## config.mk

```make
export PLATFORM = sky130hd
export DESIGN_NAME = crp_sqrt
export DESIGN_NICKNAME = d
export VERILOG_FILES = /design/src/rtl/core/complex_ratio_to_polar_macros.svh /design/src/rtl/core/crp_pkg.sv /design/src/rtl/core/crp_sqrt.sv
export SDC_FILE = /design/constraint.sdc
export NUM_CORES = 2
export LEC_CHECK = 0
export BUFFER_PORTS_ARGS = -buffer_cell sky130_fd_sc_hd__buf_2
export CAP_MARGIN = 20
export CORE_AREA = 2 2 521 523
export DETAILED_ROUTE_END_ITERATION = 12
export DIE_AREA = 0 0 523 525
export HOLD_SLACK_MARGIN = 0.1
export PLACE_DENSITY = 0.55
export SYNTH_ARGS = -nofsm -noshare
export SYNTH_HDL_FRONTEND = slang
export SYNTH_MEMORY_MAX_BITS = 65536
export SYNTH_SLANG_ARGS = --single-unit
```

## constraint.sdc

```tcl
create_clock -name i_clk -period 4.65 [get_ports i_clk]
set_clock_uncertainty 0.2 [all_clocks]
set_input_delay 0.6975 -clock i_clk [delete_from_list [all_inputs] [get_ports i_clk]]
set_output_delay 0.6975 -clock i_clk [all_outputs]
set_load 0.02 [all_outputs]
```

## src/rtl/core/complex_ratio_to_polar_macros.svh

```systemverilog
// Assertion macros shared by the impedance pipeline.
`ifndef COMPLEX_RATIO_TO_POLAR_MACROS_SVH
`define COMPLEX_RATIO_TO_POLAR_MACROS_SVH

// Same-cycle implication, checked only outside reset.
`define CRP_ASSERT_NOW(label, clk, rst_n, ante, cons, msg) \
    label: assert property (@(posedge clk) disable iff (!rst_n) (ante) |-> (cons)) \
        else $error(msg);

// Next-cycle implication, checked in every cycle including reset.
`define CRP_ASSERT_NEXT(label, clk, ante, cons, msg) \
    label: assert property (@(posedge clk) (ante) |=> (cons)) \
        else $error(msg);

`endif

```

## src/rtl/core/crp_pkg.sv

```systemverilog
// Types, constants and the arctangent table of the impedance pipeline.
package crp_pkg;

    localparam int NORM_STEPS  = 6;
    localparam int ANGLE_STEPS = 30;
    localparam int DIV_STEPS   = 96;
    localparam int SQRT_STEPS  = 32;

    localparam logic signed [33:0] PI_Q30    = 34'sd3373259426;
    localparam logic signed [33:0] HALF_LSB  = 34'sd65536;
    localparam logic [31:0]        MAG_SAT   = 32'hFFFF_FFFF;

    typedef struct packed {
        logic signed [31:0] voltage_real;
        logic signed [31:0] voltage_imag;
        logic signed [31:0] current_real;
        logic signed [31:0] current_imag;
    } t_in;

    typedef struct packed {
        logic [31:0]        magnitude;
        logic signed [15:0] phase;
        logic               zero_current;
    } t_out;

    // Products stage output: |V|^2, |I|^2 and V*conj(I) as sign and magnitude.
    typedef struct packed {
        logic [63:0] num;
        logic [63:0] den;
        logic [63:0] ax;
        logic [63:0] ay;
        logic        xneg;
        logic        yneg;
        logic        zc;
    } t_prod;

    typedef struct packed {
        logic [63:0] num;
        logic [63:0] den;
        logic        xneg;
        logic        yneg;
        logic        zc;
    } t_side;

    typedef struct packed {
        logic [63:0]        num;
        logic [63:0]        den;
        logic signed [15:0] phase;
        logic               zc;
    } t_ratio;

    typedef struct packed {
        logic [63:0]        quot;
        logic               ovf;
        logic signed [15:0] phase;
        logic               zc;
    } t_quot;

    // atan(2^-i) in radians * 2^30, rounded.
    function automatic logic [29:0] atan_q30(input int idx);
        logic [29:0] v;
        case (idx)
            0:  v = 30'd843314857;
            1:  v = 30'd497837829;
            2:  v = 30'd263043837;
            3:  v = 30'd133525159;
            4:  v = 30'd67021687;
            5:  v = 30'd33543516;
            6:  v = 30'd16775851;
            7:  v = 30'd8388437;
            8:  v = 30'd4194283;
            9:  v = 30'd2097149;
            default: v = 30'(30'd1 << (30 - idx));
        endcase
        return v;
    endfunction

endpackage

```

## src/rtl/core/crp_sqrt.sv

```systemverilog
// Integer square root of the quotient, one result bit per stage, and result forming.
module crp_sqrt
    import crp_pkg::*;
(
    input  logic  i_clk,
    input  logic  i_rst_n,
    input  logic  i_valid,
    input  t_quot i_data,
    output logic  o_valid,
    output t_out  o_data
);

    logic               r_v   [SQRT_STEPS];
    logic [63:0]        r_rad [SQRT_STEPS];
    logic [63:0]        r_res [SQRT_STEPS];
    logic               r_ovf [SQRT_STEPS];
    logic signed [15:0] r_ph  [SQRT_STEPS];
    logic               r_zc  [SQRT_STEPS];

    for (genvar j = 0; j < SQRT_STEPS; j++) begin : g_step
        localparam logic [63:0] BIT = 64'd1 << (62 - 2 * j);
        logic               w_v, w_ovf, w_zc, w_ge;
        logic [63:0]        w_rad, w_res, w_sum;
        logic signed [15:0] w_ph;
        if (j == 0) begin : g_first
            assign w_v   = i_valid;
            assign w_rad = i_data.quot;
            assign w_res = '0;
            assign w_ovf = i_data.ovf;
            assign w_ph  = i_data.phase;
            assign w_zc  = i_data.zc;
        end else begin : g_next
            assign w_v   = r_v[j-1];
            assign w_rad = r_rad[j-1];
            assign w_res = r_res[j-1];
            assign w_ovf = r_ovf[j-1];
            assign w_ph  = r_ph[j-1];
            assign w_zc  = r_zc[j-1];
        end
        assign w_sum = w_res + BIT;
        assign w_ge  = w_rad >= w_sum;
        always_ff @(posedge i_clk) begin
            if (!i_rst_n) begin
                r_v[j] <= 1'b0;
            end else begin
                r_v[j] <= w_v;
            end
        end
        always_ff @(posedge i_clk) begin
            r_rad[j] <= w_ge ? (w_rad - w_sum) : w_rad;
            r_res[j] <= w_ge ? ((w_res >> 1) + BIT) : (w_res >> 1);
            r_ovf[j] <= w_ovf;
            r_ph[j]  <= w_ph;
            r_zc[j]  <= w_zc;
        end
    end

    logic w_zc, w_ovf;
    assign w_zc  = r_zc[SQRT_STEPS-1];
    assign w_ovf = r_ovf[SQRT_STEPS-1];

    assign o_valid             = r_v[SQRT_STEPS-1];
    assign o_data.magnitude    = w_zc  ? 32'd0 :
                                 w_ovf ? MAG_SAT : r_res[SQRT_STEPS-1][31:0];
    assign o_data.phase        = w_zc ? 16'sd0 : r_ph[SQRT_STEPS-1];
    assign o_data.zero_current = w_zc;

endmodule
```

Yosys cells after proc, flatten, opt, wreduce, memory -nomap -nowiden:

Memories as Yosys holds them, arrays and structs flattened.
Index checks and enable logic that the tools add are counted.

* bits in registers: 0
* latch bits: 0
* RAM bits: 4704
* memory bits (read-only): 0
* input bits: 85
* output and inout bits: 50
* word-level logic and storage cells: 265
* memories: 6

Memory list
* r_rad: words 32, width 64, read ports 31, clocked after memory_dff 0, write ports 32, RTL line crp_sqrt.sv:14 `logic [63:0] r_rad [SQRT_STEPS];`
* r_res: words 32, width 64, read ports 32, clocked after memory_dff 0, write ports 32, RTL line crp_sqrt.sv:15 `logic [63:0] r_res [SQRT_STEPS];`
* r_ph: words 32, width 16, read ports 32, clocked after memory_dff 0, write ports 32, RTL line crp_sqrt.sv:17 `logic signed [15:0] r_ph [SQRT_STEPS];`
* r_ovf: words 32, width 1, read ports 32, clocked after memory_dff 0, write ports 32, RTL line crp_sqrt.sv:16 `logic r_ovf [SQRT_STEPS];`
* r_v: words 32, width 1, read ports 32, clocked after memory_dff 0, write ports 32, RTL line crp_sqrt.sv:13 `logic r_v [SQRT_STEPS];`
* r_zc: words 32, width 1, read ports 32, clocked after memory_dff 0, write ports 32, RTL line crp_sqrt.sv:18 `logic r_zc [SQRT_STEPS];`

* add/sub/neg operators: 94
* multiply operators: 0
* div/mod/pow operators: 0
* order comparisons: 32
* equality and inequality tests: 0
* shift-type cells: 0
* multiplexer cells: 101
* bitwise logic cells: 32
* reduce and logical (&&, ||, !) cells: 0

Operators with widths (number)
* 64-bit two-way mux: 63
* 64-bit greater-or-equal comparator: 31
* 64-bit subtractor: 31
* 63-bit by 1-bit adder with 64-bit output, second input constant: 1
* 63-bit by 11-bit adder with 64-bit output, second input constant: 1
* 63-bit by 13-bit adder with 64-bit output, second input constant: 1
* 63-bit by 15-bit adder with 64-bit output, second input constant: 1
* 63-bit by 17-bit adder with 64-bit output, second input constant: 1
* 63-bit by 19-bit adder with 64-bit output, second input constant: 1
* 63-bit by 21-bit adder with 64-bit output, second input constant: 1
* 63-bit by 23-bit adder with 64-bit output, second input constant: 1
* 63-bit by 25-bit adder with 64-bit output, second input constant: 1
* 63-bit by 27-bit adder with 64-bit output, second input constant: 1
* 63-bit by 29-bit adder with 64-bit output, second input constant: 1
* 63-bit by 3-bit adder with 64-bit output, second input constant: 1
* 63-bit by 31-bit adder with 64-bit output, second input constant: 1
* 63-bit by 33-bit adder with 64-bit output, second input constant: 1
* 63-bit by 35-bit adder with 64-bit output, second input constant: 1
* 63-bit by 37-bit adder with 64-bit output, second input constant: 1
* 63-bit by 39-bit adder with 64-bit output, second input constant: 1
* 63-bit by 41-bit adder with 64-bit output, second input constant: 1
* 63-bit by 43-bit adder with 64-bit output, second input constant: 1
* 63-bit by 45-bit adder with 64-bit output, second input constant: 1
* 63-bit by 47-bit adder with 64-bit output, second input constant: 1
* 48 further kinds: 113

Longest topological paths before layout:

An unclocked memory read counts as a cell.

* depth in word-level cells: 4
* depth in mapped cells: 15
* depth with buffers taken out: 13

Least setup slack after synthesis:

No wires, ideal clock.

* path kind: flip-flop to flip-flop
* from: mem r_rad[26][54]
* to: mem r_rad[27][24]
* setup time: 0.121 ns
* data arrival time: 3.148 ns
* data required time: 4.329 ns
* path slack: 1.180 ns
* stages on the path, launching flop included: 11
* buffers on the path: 2
* period minus slack after synthesis: 3.470 ns
* cell sequence: dfxtp_1 > nor3_2 > nand2b_1 > or3_4 > or4_1 > or3_1 > or4b_4 > a311o_1 > buf_6 > buf_6 > mux2_4

RTL lines (RTL line)
* from (decl): crp_sqrt.sv:14

==> impl_metrics.json <==
{
  "run_status": "completed",
  "synth_area_leaders": "dfxtp_1 (58%), ha_1 (6.5%), xor2_1 (3.6%)",
  "clockRootBuffer": "clkbuf_16",
  "wl_per_cell_um": 17.5,
  "synthArstFlopShare_pct": 0,
  "die_h_um": 525,
  "rsz0062_at_grt": "no",
  "antenna_found_initial": 11,
  "ios": 135,
  "final_util_pct": 46.0,
  "core.rowCount": 191,
  "multi_input_area_um2": 41400,
  "nets": 11200,
  "synth-edff-count": 0,
  "wirelength_um": 253000,
  "die_area_um2": 275000,
  "power.density_nw_per_um2": 627,
  "pre_cts_ws_ns": 0.383,
  "synth_cells": 10100,
  "crit_type": "flop to flop",
  "final_common_cell": "dfxtp_1",
  "setup_viol": 0,
  "grt-ovfl-total": 0,
  "cts_tree": "built",
  "final_layout_size_suffix_gt1_share_pct": 8.19,
  "grt_max_degree": 56,
  "vdd_drop_max_mv": 0.422,
  "grtUsageTotal_pct": 18.1,
  "timing.final.hold_violations": 0,
  "slew_viol_final": 0,
  "worstPathRequired_ns": 5.19,
  "drt_iter0_markers": 4518,
  "yosys.area_share.simple_pct": 13.5,
  "synth.cell_area_um2": 107000,
  "worstSetupEndpointType": "flop",
  "cap_violations": 0,
  "ant_nets": 0,
  "tightest_slew_ns": 1.04,
  "ys_seq_area_share_pct": 58.3,
  "synth_top_family_by_area": "simple AND/OR/NAND/NOR gates",
  "synth_cell_types": 99,
  "crit_arrival_ns": 4.86,
  "avgSynthCellArea_um2": 10.6,
  "synth_area_leader_cell": "dfxtp_1",
  "p_leak_nw": 56.2,
  "core_um2": 269000,
  "syn-num-nets": 10800,
  "clock-sinks": 3120,
  "muxShareOfSynthArea_pct": 0.840,
  "nFillCells": 24700,
  "clkTransAtPathRegs_ns": 0.06,
  "place_congestion": 0.912,
  "yosys_warnings": 0,
  "cts_buffers": 320,
  "clk_latency_ns": 0.91,
  "hpwlAfterDp_um": 195000,
  "layout_setup_ws_ns": 0.329,
  "cp-start-kind": "flop",
  "setup_tns_ns": 0,
  "slew_headroom_pct": 31.0,
  "first_pass_iters": 5,
  "initial_utilization_pct": 39.8,
  "worstHoldPathType": "flop to flop",
  "fin_crit_sh_pct": 92.9,
  "die_width_um": 523,
  "regArea_um2": 62500,
  "final_cell_mix": "dfxtp_1 (3119), inv_1 (686), nand2_1 (655), nor2_1 (597), ha_1 (558)",
  "yosysTopAreaCellShare_pct": 58.3,
  "cts_max_path_buffers": 4,
  "synth-main-ff-cell": "dfxtp_1",
  "htree_levels": 5,
  "grt_pass1_vias": 71700,
  "vias": 71400,
  "max_freq_mhz": 231,
  "area_growth_pct": 15.7,
  "cp_max_fo": 6,
  "grt_pass1_wl_um": 400000,
  "port_buffers": 134,
  "synthXorXnorAreaFrac_pct": 7.19,
  "cts_resized": 0,
  "vias_per_cell": 4.96,
  "fin_crit_ns": 4.32,
  "synthAdderAreaFrac_pct": 6.51,
  "drc_errors": 0,
  "synth_compound_area_share_pct": 10.4,
  "synth_seq_cells": 3120
}
==> routing by layer <==
metal	global-route usage, %	share of wire (%)	vias to the layer above
met5	0	0	-
met4	5.22	2.7	0
met3	2.79	4.4	450
met2	30.6	47	1443
met1	23.9	46	33600
li1	-	-	35900
==> cell families after synthesis <==
kind of cell               Yosys count
DFF                               3120
xor gates and xnor gates           880
muxes                               80
buffers and inverters              888
adders and majority gates          558
AOI/OAI and AO/OA                 1804
and+or+nand+nor                   2815
==> state kept, by name, summed over array words and instances, names as in the netlist <==
signal / count
r_ovf: 32
r_ph: 512
r_rad: 1984
r_res: 528
r_v: 32
r_zc: 32
==> synthesized netlist by cell type (all sizes together), types with 14 or more instances <==
| library cell | number |
|---|---|
| or4 | 76 |
| buf | 38 |
| a21boi | 19 |
| a211oi | 38 |
| nand2b | 109 |
| o21ai | 506 |
| ha | 558 |
| and2 | 60 |
| dfxtp | 3120 |
| o31ai | 41 |
| o211ai | 33 |
| o21a | 83 |
| nor3b | 21 |
| xor2 | 444 |
| xnor2 | 436 |
| o21bai | 57 |
| nor4b | 47 |
| a211o | 14 |
| a31oi | 48 |
| nor2b | 95 |
| and3 | 55 |
| nand3 | 162 |
| nor4 | 316 |
| or3 | 93 |
| and4 | 14 |
| nor3 | 256 |
| nand4b | 21 |
| inv | 689 |
| nor2 | 597 |
| nand3b | 30 |
| a21o | 260 |
| or2 | 32 |
| clkbuf | 160 |
| nand4 | 138 |
| a21oi | 535 |
| a2111oi | 19 |
| mux2 | 68 |
| nand2 | 657 |
| a221oi | 15 |
==> worst max-delay path: stages, from the launching register on <==
cell	delay (ns)
dfxtp_1	0.33
inv_1	0.05
ha_1	0.35
or2_2	0.30
a21oi_1	0.44
nor2_1	0.17
o21a_1	0.28
a31o_2	0.28
a21o_1	0.22
a2111oi_0	0.62
buf_4	0.23
o21ai_0	0.21
a211oi_1	0.40
xor2_1	0.19
==> final timing paths <==
path / start / slack [ns] / endpoint / depth (start not counted)
max: r_res[27][10] / 0.33 / r_rad[28][51] / 13
min reg2reg: r_ph[0][53] / 0.09 / r_ph[0][69] / 0
max reg2reg: r_res[27][10] / 0.33 / r_rad[28][51] / 13
min: r_ph[0][53] / 0.09 / r_ph[0][69] / 0
==> power by group <==
part / switching [W] / internal (W)
registers: 0.00415 / 0.0319
clock network: 0.0104 / 0.0154
logic: 0.00883 / 0.00707
total: 0.0234 / 0.0544
==> area by class of cell <==
cell class,count,area share (%)
Clock buffer,456,7.47
Clock inverter,114,1.24
Antenna cell,5,0.0101
Sequential cell,3120,50.4
Tap cell,3570,3.60
Inverter,690,2.09
Timing Repair Buffer,317,1.87
Multi-Input combinational cell,6137,33.4
==> per-stage QoR <==
stage | cells | area, µm² | hold slack (ns) | total power [W]
2_1_floorplan | 10100 | 107000 | 0.110 | 0.0471
3_3_place_gp | 13700 | 112000 | 0.110 | 0.0522
6_report | 14400 | 124000 | 0.0914 | 0.0778
4_1_cts | 14400 | 124000 | 0.102 | 0.0786
5_1_grt | 14400 | 124000 | 0.106 | 0.0821
3_5_place_dp | 13700 | 112000 | 0.112 | 0.0524
==> timing repair <==
item	4_1_cts	5_1_grt
buffers inserted	0	0
hold endpoints to repair	124	0
hold buffers	97	0
(Power assumes the default switching activity.)
